$ cat src/rtl/hbdm_pkg.sv
`default_nettype none

package hbdm_pkg;

    localparam logic [6:0] MAX_VALUE = 7'd127;

    typedef enum logic [1:0] {
        CMD_SET     = 2'd0,
        CMD_REAPPLY = 2'd1,
        CMD_ON      = 2'd2,
        CMD_OFF     = 2'd3
    } hbdm_cmd_t;

    typedef enum logic [1:0] {
        PINS_OFF = 2'd0,
        PINS_POS = 2'd1,
        PINS_NEG = 2'd2
    } hbdm_pins_t;

    localparam logic [1:0] CFG_MIDPOINT   = 2'd0;
    localparam logic [1:0] CFG_RESOLUTION = 2'd1;

    typedef enum logic [3:0] {
        ST_IDLE = 4'b0001,
        ST_MUL  = 4'b0010,
        ST_DIV  = 4'b0100,
        ST_FIN  = 4'b1000
    } hbdm_state_t;

    // Where a value lies against the midpoint.
    typedef struct packed {
        logic same;
        logic ends;
        logic below;
    } hbdm_class_t;

    function automatic hbdm_class_t hbdm_classify(input logic [6:0] v, input logic [6:0] m);
        hbdm_class_t c;
        c.same  = (v == m);
        c.ends  = (v != m) && ((v == 7'd0) || (v == MAX_VALUE));
        c.below = (v < m);
        return c;
    endfunction

endpackage

`default_nettype wire

$ cat src/rtl/hbridge_bipolar_drive_mapper.sv
// H-bridge drive mapper: turns a 7-bit control value, placed around a
// programmable midpoint, into a PWM duty and a pair of bridge pins.
// Input channel: in_valid/in_stall with command and drive_value. An item is
// taken when in_valid is high and in_stall is low.
// Output channel: out_valid/out_stall with duty_valid, duty and bridge_pins,
// exactly one result item for each input item.
// Configuration: cfg_valid/cfg_ready with cfg_index and cfg_data; index 0 is
// the midpoint, index 1 the PWM resolution, other indexes are ignored.
// cfg_ready is always high and a write takes effect in the same edge.
// Commands that need a scaled duty pass through 7 multiply steps and 8 divide
// steps before the output step; all other items go straight to the output
// step. The shift-add multiplier and the restoring divider each work one bit
// per cycle.
// A new item is accepted in the cycle after the previous one reaches the
// output register, even while that result waits under out_stall; if the
// receiver keeps stalling, the next result waits in the block.
// Reset clears the midpoint, sets the resolution to 127, turns the bridge
// off and empties the output register.
`default_nettype none

module hbridge_bipolar_drive_mapper
    import hbdm_pkg::*;
(
    input  wire logic       clk,
    input  wire logic       rst_n,
    input  wire logic       in_valid,
    output logic            in_stall,
    input  wire logic [1:0] command,
    input  wire logic [7:0] drive_value,
    output logic            out_valid,
    input  wire logic       out_stall,
    output logic            duty_valid,
    output logic [7:0]      duty,
    output logic [1:0]      bridge_pins,
    input  wire logic       cfg_valid,
    output logic            cfg_ready,
    input  wire logic [1:0] cfg_index,
    input  wire logic [7:0] cfg_data
);

    hbdm_state_t state_reg, state_next;
    logic [6:0]  midpoint_reg, midpoint_next;
    logic [7:0]  resolution_reg, resolution_next;
    logic [6:0]  stored_reg, stored_next;
    logic        last_dir_reg, last_dir_next;
    hbdm_pins_t  pins_reg, pins_next;

    logic [14:0] acc_reg, acc_next;
    logic [6:0]  mplier_reg, mplier_next;
    logic [6:0]  divisor_reg, divisor_next;
    logic [2:0]  cnt_reg, cnt_next;

    logic        res_valid_reg, res_valid_next;
    logic [7:0]  res_duty_reg, res_duty_next;
    hbdm_pins_t  res_pins_reg, res_pins_next;

    logic        out_valid_reg, out_valid_next;
    logic        out_dv_reg, out_dv_next;
    logic [7:0]  out_duty_reg, out_duty_next;
    hbdm_pins_t  out_pins_reg, out_pins_next;

    logic [6:0]  v_clamp;
    logic [6:0]  v_sel;
    hbdm_class_t cls_item;
    hbdm_class_t cls_cfg;
    logic [7:0]  trial;
    logic        trial_ge;
    logic [7:0]  trial_rem;
    hbdm_cmd_t   cmd;

    assign cmd       = hbdm_cmd_t'(command);
    assign in_stall  = (state_reg != ST_IDLE);
    assign cfg_ready = 1'b1;

    assign out_valid   = out_valid_reg;
    assign duty_valid  = out_dv_reg;
    assign duty        = out_duty_reg;
    assign bridge_pins = out_pins_reg;

    assign v_clamp  = drive_value[7] ? MAX_VALUE : drive_value[6:0];
    assign v_sel    = (cmd == CMD_SET) ? v_clamp : stored_reg;
    assign cls_item = hbdm_classify(v_sel, midpoint_reg);
    assign cls_cfg  = hbdm_classify(stored_reg, cfg_data[6:0]);

    // One restoring divide step: the partial remainder sits in acc[14:8] and
    // the dividend bits still to come are shifted out of acc[7:0].
    assign trial     = {acc_reg[14:8], acc_reg[7]};
    assign trial_ge  = (trial >= {1'b0, divisor_reg});
    assign trial_rem = trial_ge ? (trial - {1'b0, divisor_reg}) : trial;

    always_comb
    begin
        state_next      = state_reg;
        midpoint_next   = midpoint_reg;
        resolution_next = resolution_reg;
        stored_next     = stored_reg;
        last_dir_next   = last_dir_reg;
        pins_next       = pins_reg;
        acc_next        = acc_reg;
        mplier_next     = mplier_reg;
        divisor_next    = divisor_reg;
        cnt_next        = cnt_reg;
        res_valid_next  = res_valid_reg;
        res_duty_next   = res_duty_reg;
        res_pins_next   = res_pins_reg;
        out_valid_next  = out_valid_reg && out_stall;
        out_dv_next     = out_dv_reg;
        out_duty_next   = out_duty_reg;
        out_pins_next   = out_pins_reg;

        case (state_reg)
            ST_IDLE:
            begin
                if (in_valid)
                begin
                    res_valid_next = 1'b0;
                    res_duty_next  = 8'd0;
                    state_next     = ST_FIN;
                    case (cmd)
                        CMD_SET, CMD_REAPPLY:
                        begin
                            res_valid_next = 1'b1;
                            stored_next    = v_sel;
                            if (cls_item.same)
                            begin
                                res_duty_next = 8'd0;
                            end
                            else if (cls_item.ends)
                            begin
                                pins_next     = PINS_OFF;
                                res_duty_next = resolution_reg + 8'd1;
                            end
                            else
                            begin
                                last_dir_next = !cls_item.below;
                                pins_next     = cls_item.below ? PINS_POS : PINS_NEG;
                                mplier_next   = cls_item.below ? (midpoint_reg - v_sel)
                                                               : (v_sel - midpoint_reg);
                                divisor_next  = cls_item.below ? midpoint_reg
                                                               : (MAX_VALUE - midpoint_reg);
                                acc_next      = 15'd0;
                                cnt_next      = 3'd6;
                                state_next    = ST_MUL;
                            end
                        end
                        CMD_ON:
                        begin
                            pins_next = last_dir_reg ? PINS_NEG : PINS_POS;
                        end
                        default:
                        begin
                            pins_next = PINS_OFF;
                        end
                    endcase
                    res_pins_next = pins_next;
                end
            end
            ST_MUL:
            begin
                acc_next    = {acc_reg[13:0], 1'b0}
                            + (mplier_reg[6] ? {7'd0, resolution_reg} : 15'd0);
                mplier_next = {mplier_reg[5:0], 1'b0};
                if (cnt_reg == 3'd0)
                begin
                    cnt_next   = 3'd7;
                    state_next = ST_DIV;
                end
                else
                begin
                    cnt_next = cnt_reg - 3'd1;
                end
            end
            ST_DIV:
            begin
                acc_next = {trial_rem[6:0], acc_reg[6:0], trial_ge};
                if (cnt_reg == 3'd0)
                begin
                    res_duty_next = {acc_reg[6:0], trial_ge};
                    state_next    = ST_FIN;
                end
                else
                begin
                    cnt_next = cnt_reg - 3'd1;
                end
            end
            ST_FIN:
            begin
                if (!out_valid_reg || !out_stall)
                begin
                    out_valid_next = 1'b1;
                    out_dv_next    = res_valid_reg;
                    out_duty_next  = res_duty_reg;
                    out_pins_next  = res_pins_reg;
                    state_next     = ST_IDLE;
                end
            end
            default:
            begin
                state_next = ST_IDLE;
            end
        endcase

        // A midpoint write maps the stored value again without a result item.
        if (cfg_valid)
        begin
            if (cfg_index == CFG_MIDPOINT)
            begin
                midpoint_next = cfg_data[6:0];
                if (cls_cfg.ends)
                begin
                    pins_next = PINS_OFF;
                end
                else if (!cls_cfg.same)
                begin
                    last_dir_next = !cls_cfg.below;
                    pins_next     = cls_cfg.below ? PINS_POS : PINS_NEG;
                end
            end
            else if (cfg_index == CFG_RESOLUTION)
            begin
                resolution_next = cfg_data;
            end
        end
    end

    always_ff @(posedge clk or negedge rst_n)
    begin
        if (!rst_n)
        begin
            state_reg      <= ST_IDLE;
            midpoint_reg   <= 7'd0;
            resolution_reg <= 8'd127;
            stored_reg     <= 7'd0;
            last_dir_reg   <= 1'b0;
            pins_reg       <= PINS_OFF;
            out_valid_reg  <= 1'b0;
        end
        else
        begin
            state_reg      <= state_next;
            midpoint_reg   <= midpoint_next;
            resolution_reg <= resolution_next;
            stored_reg     <= stored_next;
            last_dir_reg   <= last_dir_next;
            pins_reg       <= pins_next;
            out_valid_reg  <= out_valid_next;
        end
    end

    always_ff @(posedge clk)
    begin
        acc_reg        <= acc_next;
        mplier_reg     <= mplier_next;
        divisor_reg    <= divisor_next;
        cnt_reg        <= cnt_next;
        res_valid_reg  <= res_valid_next;
        res_duty_reg   <= res_duty_next;
        res_pins_reg   <= res_pins_next;
        out_dv_reg     <= out_dv_next;
        out_duty_reg   <= out_duty_next;
        out_pins_reg   <= out_pins_next;
    end

`ifndef NO_ASSERTIONS
    // The last divide step always hands its quotient to the output stage.
    a_div_to_fin: assert property (@(posedge clk) disable iff (!rst_n)
        (state_reg == ST_DIV) && (cnt_reg == 3'd0) |=> (state_reg == ST_FIN))
        else $error("divider did not finish into the output stage");

    // Commands that only move the pins never start the arithmetic.
    a_pin_cmd_short: assert property (@(posedge clk) disable iff (!rst_n)
        in_valid && !in_stall && ((cmd == CMD_ON) || (cmd == CMD_OFF))
        |=> (state_reg == ST_FIN))
        else $error("pin command entered the arithmetic path");

    // A result without a new duty carries a zero duty.
    a_no_duty_zero: assert property (@(posedge clk) disable iff (!rst_n)
        out_valid && !duty_valid |-> (duty == 8'd0))
        else $error("duty nonzero on a result without a duty update");

    // The bridge is never driven in both directions at once.
    a_pins_legal: assert property (@(posedge clk) disable iff (!rst_n)
        out_valid |-> (bridge_pins != 2'b11))
        else $error("both bridge pins driven");
`endif

endmodule

`default_nettype wire

$ cat config.mk
export PLATFORM = sky130hd
export DESIGN_NAME = hbridge_bipolar_drive_mapper
export DESIGN_NICKNAME = d
export VERILOG_FILES = /design/src/rtl/hbdm_pkg.sv /design/src/rtl/hbridge_bipolar_drive_mapper.sv
export SDC_FILE = /design/constraint.sdc
export NUM_CORES = 1
export LEC_CHECK = 0
export BUFFER_PORTS_ARGS = -buffer_cell sky130_fd_sc_hd__buf_4
export CORE_MARGIN = 1.5
export CORE_UTILIZATION = 50
export DETAILED_ROUTE_END_ITERATION = 6
export PLACE_DENSITY = 0.69
export SLEW_MARGIN = 20
export SYNTH_ARGS = -nofsm -noshare
export SYNTH_HDL_FRONTEND = slang
export SYNTH_SLANG_ARGS = --single-unit
$ cat constraint.sdc
create_clock -name clk -period 5.1 [get_ports clk]
set_input_delay 0 -clock clk [delete_from_list [all_inputs] [get_ports clk]]
set_output_delay 0 -clock clk [all_outputs]
set_load 0.05 [all_outputs]
==> results.md, run 1 <==
- Max Root-Sink Buffers: 2
- IO Port Bufs: 37
- Syn Area/Cell: 9.99 um^2
- Diodes inserted: 0
- Sw frac: 40.3%
- HP Class: input port to register
- EDFF count, synth: 54
- Tcrit/Tclk final: 67.1%
- Peak supply drop: 0.228 mV
- Root buf cell: clkbuf_8
- Share of the synthesized area in the top cell type: 30.9%
- GRT Total Usage: 23.3%
- Nets: 632
- Worst Tran Pin Value: 0.941 ns
- Reg2reg start: stored_reg[4]
- Crit Path Max Fanout: 15
- Post-CTS setup buffers: 0
- Slew margin rel.: 36.7%
- Delay-heaviest family, CP: simple AND/OR/NAND/NOR gates
- WL/cell: 17.3 um
- Critical path launch point: stored_reg[4]
- Syn_nets: 584
- Total grt overflow: 0
- WP buf/inv: 1
- Final setup violation count: 0
- Worst Skew: 0.0159 ns
- Hold buffers post-CTS: 11
- Slowest library cell on the worst path: nand2_1
- Seq cells post-synth: 84
- First-pass GRT wire length: 20200 um
- Area delta synth->final: 13.9%
- Most frequent cell on the critical path: and4_1
- Critical-path cell list: o21bai_1, nand2_2, inv_1, ha_1, and4_1, and4_1, or3_1, a211o_1, nand2_1
- Commonest cells post-synth: nand2_1 (62), edfxtp_1 (54), o21ai_0 (46)
- Via count: 4175
- Final WL: 12400 um
- Startpoint type of the worst setup path: register
- Clk sinks: 84
- Pre-antenna DRT Iters: 5
- Max Cap Violations: 0
- Synth Instances: 525
- Synth Warn #: 0
- Post-DP HPWL: 9460 um
- Max frequency: 292 MHz
- Post-CTS Resized: 0
- TritonCTS buffer count: 9
- Die height: 105 um
- DRC violations left: 0
- Reg clk slew, reported paths: 0.10 ns
- Sequential cell area fraction in the yosys report: 45.4%
- Most used DFF post-synth: edfxtp_1
- Core Region: 10200 um^2
- Fin worst setup slack: 1.68 ns
- Starting DRC count in detailed routing: 305
- Synth top area cells: edfxtp_1 (31%), dfrtp_1 (10%), ha_1 (7.4%), nand2_1 (4.4%), o21ai_0 (4.4%)
- Type of the worst setup path: register to register
- Cell area after synthesis: 5250 um^2
- PD cells: 497 nW/um^2
- Crit. End Element: register
- Clock network fraction of design power: 16.8%
- Comb power frac: 44.3%
- Leakage: 2.45 nW
- Largest net degree at the start of global routing: 31
- Area leader, netlist: edfxtp_1
- Post-DRT Antenna Nets: 0
- Min Tclk post-route: 3.42 ns
- Die area: 11100 um^2
- Clk Latency, worst-skew pair: 0.36 ns
- Avg Vias per Cell: 5.85
- GPL Wtd Cong: 0.916
- Crit path required time: 5.10 ns
- Outcome: complete, no violations
- Layout cells sized above 1: 16.3%
- Sw power: 0.00120 W
- Slew Viols, Final: 0
- Ys async rst share: 35.7%
- # H-tree levels: 3
- Final setup TNS: 0 ns
- Final hold vios: 0
- Design Power: 0.00297 W
- Yosys cell types: 70
- Number of flip-flops in the largest register: 15
- Hold_ws: 0.0857 ns
- Final core occ: 58.4%
- Std-Cell Rows: 37
- Vias in the first global route: 4037
- Sequential fraction of design power: 38.8%
- Top-count cell post-synth: nand2_1
- Total I/O pin count: 39
- Arrival time worst endpoint: 3.42 ns
- Worst hold path startpoint: command[1]
- Initial Utilization: 51.3%
- Crit-path max cell delay: 0.53 ns
- Initial antenna violation count: 0
- RSZ-0062 raised after global routing: no
- Internal power: 0.00177 W
- Dpl ws: 1.56 ns
- Die width: 105 um
- TritonCTS clock tree: built
==> worst paths after layout <==
kind / end / cells after the start / slack (ns)
hold reg to reg: duty[3] / 0 / 0.43
max in group asynchronous: resolution_reg[2] / 2 / 4.66
setup / recovery: acc_reg[12] / 9 / 1.68
min in group asynchronous: state_reg[2] / 2 / 0.10
hold / removal: res_valid_reg / 2 / 0.09
setup reg to reg: acc_reg[12] / 9 / 1.68
==> per-stage QoR <==
step | instances | instance area, um^2
2_1_floorplan | 525 | 5250
3_3_place_gp | 687 | 5660
3_5_place_dp | 687 | 5660
4_1_cts | 714 | 5970
5_1_grt | 714 | 5980
6_report | 714 | 5980
==> metal layers <==
| layer | GRT usage [%] | vias up | part of all wire, % |
|---|---|---|---|
| met5 | 0 | - | 0 |
| met4 | 6.85 | 0 | 2.1 |
| met3 | 3.59 | 25 | 5.5 |
| met2 | 40.2 | 152 | 50 |
| met1 | 30.1 | 1986 | 42 |
| li1 | - | 2012 | - |
==> power by group through the flow <==
stage | clock network [W] | registers (W) | logic, W
4_1_cts | 0.000514 | 0.00115 | 0.00131
3_3_place_gp | 0 | 0.00115 | 0.00127
6_report | 0.000500 | 0.00115 | 0.00132
3_5_place_dp | 0 | 0.00116 | 0.00130
5_1_grt | 0.000543 | 0.00118 | 0.00146
2_1_floorplan | 0 | 0.00115 | 0.000958
==> layout make-up <==
cell class,instances,area (um^2)
inverters,38,143
flip-flops and latches,84,2380
well taps,136,170
clock buffers,9,124
repair buffers,54,433
fillers,878,4250
clock inverters,7,81.3
multi-input cells,386,2640
==> cell families (layout without fill, tap and decap cells) <==
logic type	count (synthesis)	after routing	synth area share, %
simple gates	174	174	17.3
compound gates	137	137	17.3
flops	84	84	45.4
buf+inv	55	108	4.39
fa+ha+maj	34	34	8.54
xor+xnor	31	31	5.18
mux	9	9	1.84
other cells	1	1	0.0715
==> layout by cell type (no fill, tap or decap), types with 6 or more instances in the layout <==
master         synthesis  routed
nand2_1               62      62
edfxtp_1              54      54
o21ai_0               46      46
buf_4                  1      43
inv_1                 38      38
ha_1                  31      31
nor2_1                28      28
xnor2_1               22      22
dfrtp_1               22      22
a21oi_1               22      21
nand3_1               16      16
dlygate4sd3_1          0      11
and2_1                10      10
xor2_1                 9       9
clkbuf_8               0       9
o21ai_2                8       8
dfstp_2                8       8
o21bai_1               6       6
nand4_1                6       6
nand2b_1               6       6
Note: power is estimated with default switching activity, not from simulation.
==> inputs of run 2 (changes only) <==
--- a/config.mk
+++ b/config.mk
@@ -5,6 +5,7 @@
 export SDC_FILE = /design/constraint.sdc
 export NUM_CORES = 1
 export LEC_CHECK = 0
+export ABC_AREA = 1
 export BUFFER_PORTS_ARGS = -buffer_cell sky130_fd_sc_hd__buf_4
 export CORE_MARGIN = 1.5
 export CORE_UTILIZATION = 50
==> constraint.sdc (replaced) <==
create_clock -name clk -period 3.5 [get_ports clk]
set_input_delay 0 -clock clk [delete_from_list [all_inputs] [get_ports clk]]
set_output_delay 0 -clock clk [all_outputs]
set_load 0.05 [all_outputs]
==> run 2 against run 1 <==
Synthesized cell count rose by 29%. Sequential power increased by 55%. Critical path depth is 7 higher. Register-to-register slack worse by 1.1 ns. Count of clock-buffer cells in the layout unchanged. Clock skew is 0.0068 ns lower. Final area increased by 2.8%. Routed wire length rose by 0.23%. Critical endpoint is now mplier_reg[6]. Highest routed layer unchanged.
==> results.md, run 2 <==
- Final core occ: 59.0% (+0.55 points)
- Final instance area: 6140 um^2 (+2.8%)
- TritonCTS clock tree: built
- Max Root-Sink Buffers: 2 (unchanged)
- WL/cell: 14.2 um (-18%)
- Synth top area cells: edfxtp_1 (30%), nand2_1 (14%), dfrtp_1 (10%), ha_1 (7.2%), inv_1 (7.0%)
- Sw frac: 45.4% (+5.2 points)
- Tcrit/Tclk final: 84.3%
- Die width: 107 um (+1.5%)
- Max frequency: 339 MHz
- Total grt overflow: 0 (unchanged)
- Vias in the first global route: 4409 (+9.2%)
- Met3 usage: 3.34% (-0.24 points)
- Comb power frac: 49.2% (+4.9 points)
- Clock network fraction of design power: 13.6% (-3.2 points)
- HP Class: input port to register
- Met2 Use GR: 37.9% (-2.4 points)
- Peak supply drop: 0.319 mV (+40%)
- Diodes inserted: 0 (unchanged)
- TritonCTS buffer count: 9 (unchanged)
- Crit path required time: 3.51 ns (-1.59 ns)
- Worst flop-to-flop path endpoint: mplier_reg[6]
- Layout cells sized above 1: 12.4% (-3.9 points)
- Top-count cell post-synth: nand2_1
- Number of flip-flops in the largest register: 15 (unchanged)
- Placed instance area: 5850 um^2 (+3.3%)
- Synth Instances: 677 (+29%)
- Worst hold path startpoint: drive_value[0]
- First-pass GRT wire length: 20900 um (+3.4%)
- Syn Area/Cell: 7.99 um^2 (-20%)
- Std-Cell Rows: 37 (unchanged)
- Non-Filler Instances: 872 (+22%)
- Die area: 11400 um^2 (+3.0%)
- Worst Skew: 0.00910 ns (-0.00681 ns)
- Worst Hold Path Cells: 5 (+3)
- Outcome: complete, no violations
- Final setup TNS: 0 ns (unchanged)
- RSZ-0062 raised after global routing: no
- Root buf cell: clkbuf_8
- Slew margin rel.: 57.4% (+21 points)
- Clk sinks: 84 (unchanged)
- EDFF count, synth: 54 (unchanged)
- Die height: 107 um (+1.5%)
- Initial Utilization: 51.9% (+0.63 points)
- Sequential fraction of design power: 37.2% (-1.6 points)
- R2r worst-path depth: 12 (+3)
- Reg clk slew, reported paths: 0.09 ns (about the same)
- Clk Latency, worst-skew pair: 0.37 ns (about the same)
- Leakage: 2.99 nW (+22%)
- Largest net degree at the start of global routing: 31 (unchanged)
- Post-DP HPWL: 9570 um (+1.2%)
- Crit. End Element: register
- Most frequent cells in the layout: nand2_1 (200), inv_1 (101), edfxtp_1 (54), o21ai_0 (51), nor2_1 (45)
- Pre-antenna DRT Iters: 4 (-1)
- Avg Vias per Cell: 5.20 (-11%)
- Starting DRC count in detailed routing: 301 (-1.3%)
- Arrival time worst endpoint: 2.96 ns (-0.46 ns)
- GPL Wtd Cong: 0.885 (-3.4%)
- Post-CTS setup buffers: 0 (unchanged)
- Final WL: 12400 um (+0.23%)
- Seq cells post-synth: 84 (unchanged)
- GRT Total Usage: 23.6% (+0.36 points)
- Ys async rst share: 35.7% (unchanged)
- Commonest cells post-synth: nand2_1 (200), inv_1 (101), edfxtp_1 (54)
- Sw power: 0.00217 W (+82%)
- Slew Viols, Final: 0 (unchanged)
- Placed cell count: 844 (+23%)
- # H-tree levels: 3 (unchanged)
- Crit Path Max Fanout: 8 (-7)
- IO Port Bufs: 37 (unchanged)
- Most common cell after layout, fill and taps aside: nand2_1
- Post-DRT Antenna Nets: 0 (unchanged)
- Syn_nets: 736 (+26%)
- Hold_ws: 0.0519 ns (-0.0338 ns)
- Max Cap Violations: 0 (unchanged)
- Core Region: 10400 um^2 (+1.8%)
- Sequential cell area fraction in the yosys report: 44.1% (-1.3 points)
- Startpoint type of the worst setup path: input port
- Min Tclk post-route: 2.95 ns
- Cell area after synthesis: 5410 um^2 (+3.1%)
- PD cells: 778 nW/um^2 (+57%)
- Internal power: 0.00261 W (+47%)
- Total I/O pin count: 39 (unchanged)
- Reg2reg start: stored_reg[5]
- Area leader, netlist: edfxtp_1
- Type of the worst setup path: input port to register
- Share of the synthesized area in the top cell type: 30.0% (-0.92 points)
- R2R setup slack: 0.56 ns (-1.12 ns)
- Initial antenna violation count: 0 (unchanged)
- Via count: 4532 (+8.6%)
- Fill cells: 951 (+8.3%)
- Worst Tran Pin Value: 0.639 ns (-0.303 ns)
- Post-CTS Resized: 0 (unchanged)
- DRC violations left: 0 (unchanged)
- Hold buffers post-CTS: 12 (+1)
- Final hold vios: 0 (unchanged)
- Nets: 790 (+25%)
- Most used DFF post-synth: edfxtp_1
- Gr busiest metal: met2
- Yosys cell types: 44 (-37%)
- Synth Warn #: 0 (unchanged)
- Area delta synth->final: 13.6%
- Final setup violation count: 0 (unchanged)
- Hold path endpoint: stored_reg[0]
- Met1 Use GR: 32.2% (+2.1 points)
run 2: cell types whose count changed in the layout (fill, tap and decap cells not counted), moves of 10 or more:
cell,previous run,this run
nand2_1,62,200
inv_1,38,101
nand3_1,16,35
xnor2_1,22,4
nor2_1,28,45
and2_1,10,0
xor2_1,9,19
run 2: worst max-delay path, stage by stage:
cell	delay (ns)
dlygate4sd3_1	0.53
buf_4	0.16
nor2_4	0.16
nand2_1	0.08
o21ai_1	0.20
inv_1	0.09
ha_1	0.37
inv_1	0.16
nor3_4	0.08
nand3_2	0.09
nand2_1	0.11
nor2_2	0.22
inv_2	0.06
nand2_1	0.07
nand2_1	0.07
a21oi_1	0.51
run 2: cell type report:
| class | count | area (um^2) | area share, % |
|---|---|---|---|
| Clock inverter | 7 | 52.6 | 0.856 |
| Tap cell | 136 | 170 | 2.77 |
| Sequential cell | 84 | 2380 | 38.8 |
| Multi-Input combinational cell | 475 | 2570 | 41.8 |
| Inverter | 105 | 394 | 6.42 |
| Clock buffer | 9 | 124 | 2.02 |
| Timing Repair Buffer | 56 | 450 | 7.33 |
run 2: per-stage QoR:
step	setup WS [ns]	power (W)
CTS	0.557	0.00478
floorplan	0.663	0.00352
global route	0.349	0.00519
global placement	0.703	0.00405
finish	0.549	0.00478
detailed placement	0.572	0.00412
run 2: power by group through the flow:
stage / clock network (W) / logic (W) / registers [W]
2_1_floorplan: 0 / 0.00169 / 0.00183
3_3_place_gp: 0 / 0.00226 / 0.00178
3_5_place_dp: 0 / 0.00232 / 0.00180
4_1_cts: 0.000661 / 0.00234 / 0.00178
5_1_grt: 0.000699 / 0.00267 / 0.00183
6_report: 0.000648 / 0.00235 / 0.00178
run 2: worst max path at each step:
stage	startpoint	endpoint	slack (ns)	cells after the start
after floorplan	stored_reg[5]	acc_reg[0]	0.66	12
after global placement	stored_reg[5]	mplier_reg[6]	0.70	12
after detailed placement	stored_reg[5]	mplier_reg[5]	0.57	12
after CTS	stored_reg[5]	mplier_reg[3]	0.56	12
after global routing	stored_reg[5]	mplier_reg[1]	0.35	12
final	command[1]	mplier_reg[6]	0.55	16
run 2: routing by layer:
| metal | up-vias | share of wire, % |
|---|---|---|
| li1 | 2305 | - |
| met1 | 2083 | 47 |
| met2 | 124 | 46 |
| met3 | 20 | 4.3 |
| met5 | - | 0 |
| met4 | 0 | 2.2 |
run 2: kinds of logic (layout without fill, tap and decap cells):
group           Yosys count  in the layout  share of synthesized area, %
fa+ha+maj                34             34                          8.29
xor+xnor                 23             23                          3.73
flops                    84             84                          44.1
buf+inv                 118            177                          8.42
other cells               1              1                        0.0694
compound gates           97             97                          9.81
simple gates            319            319                          25.4
mux                       1              1                         0.208
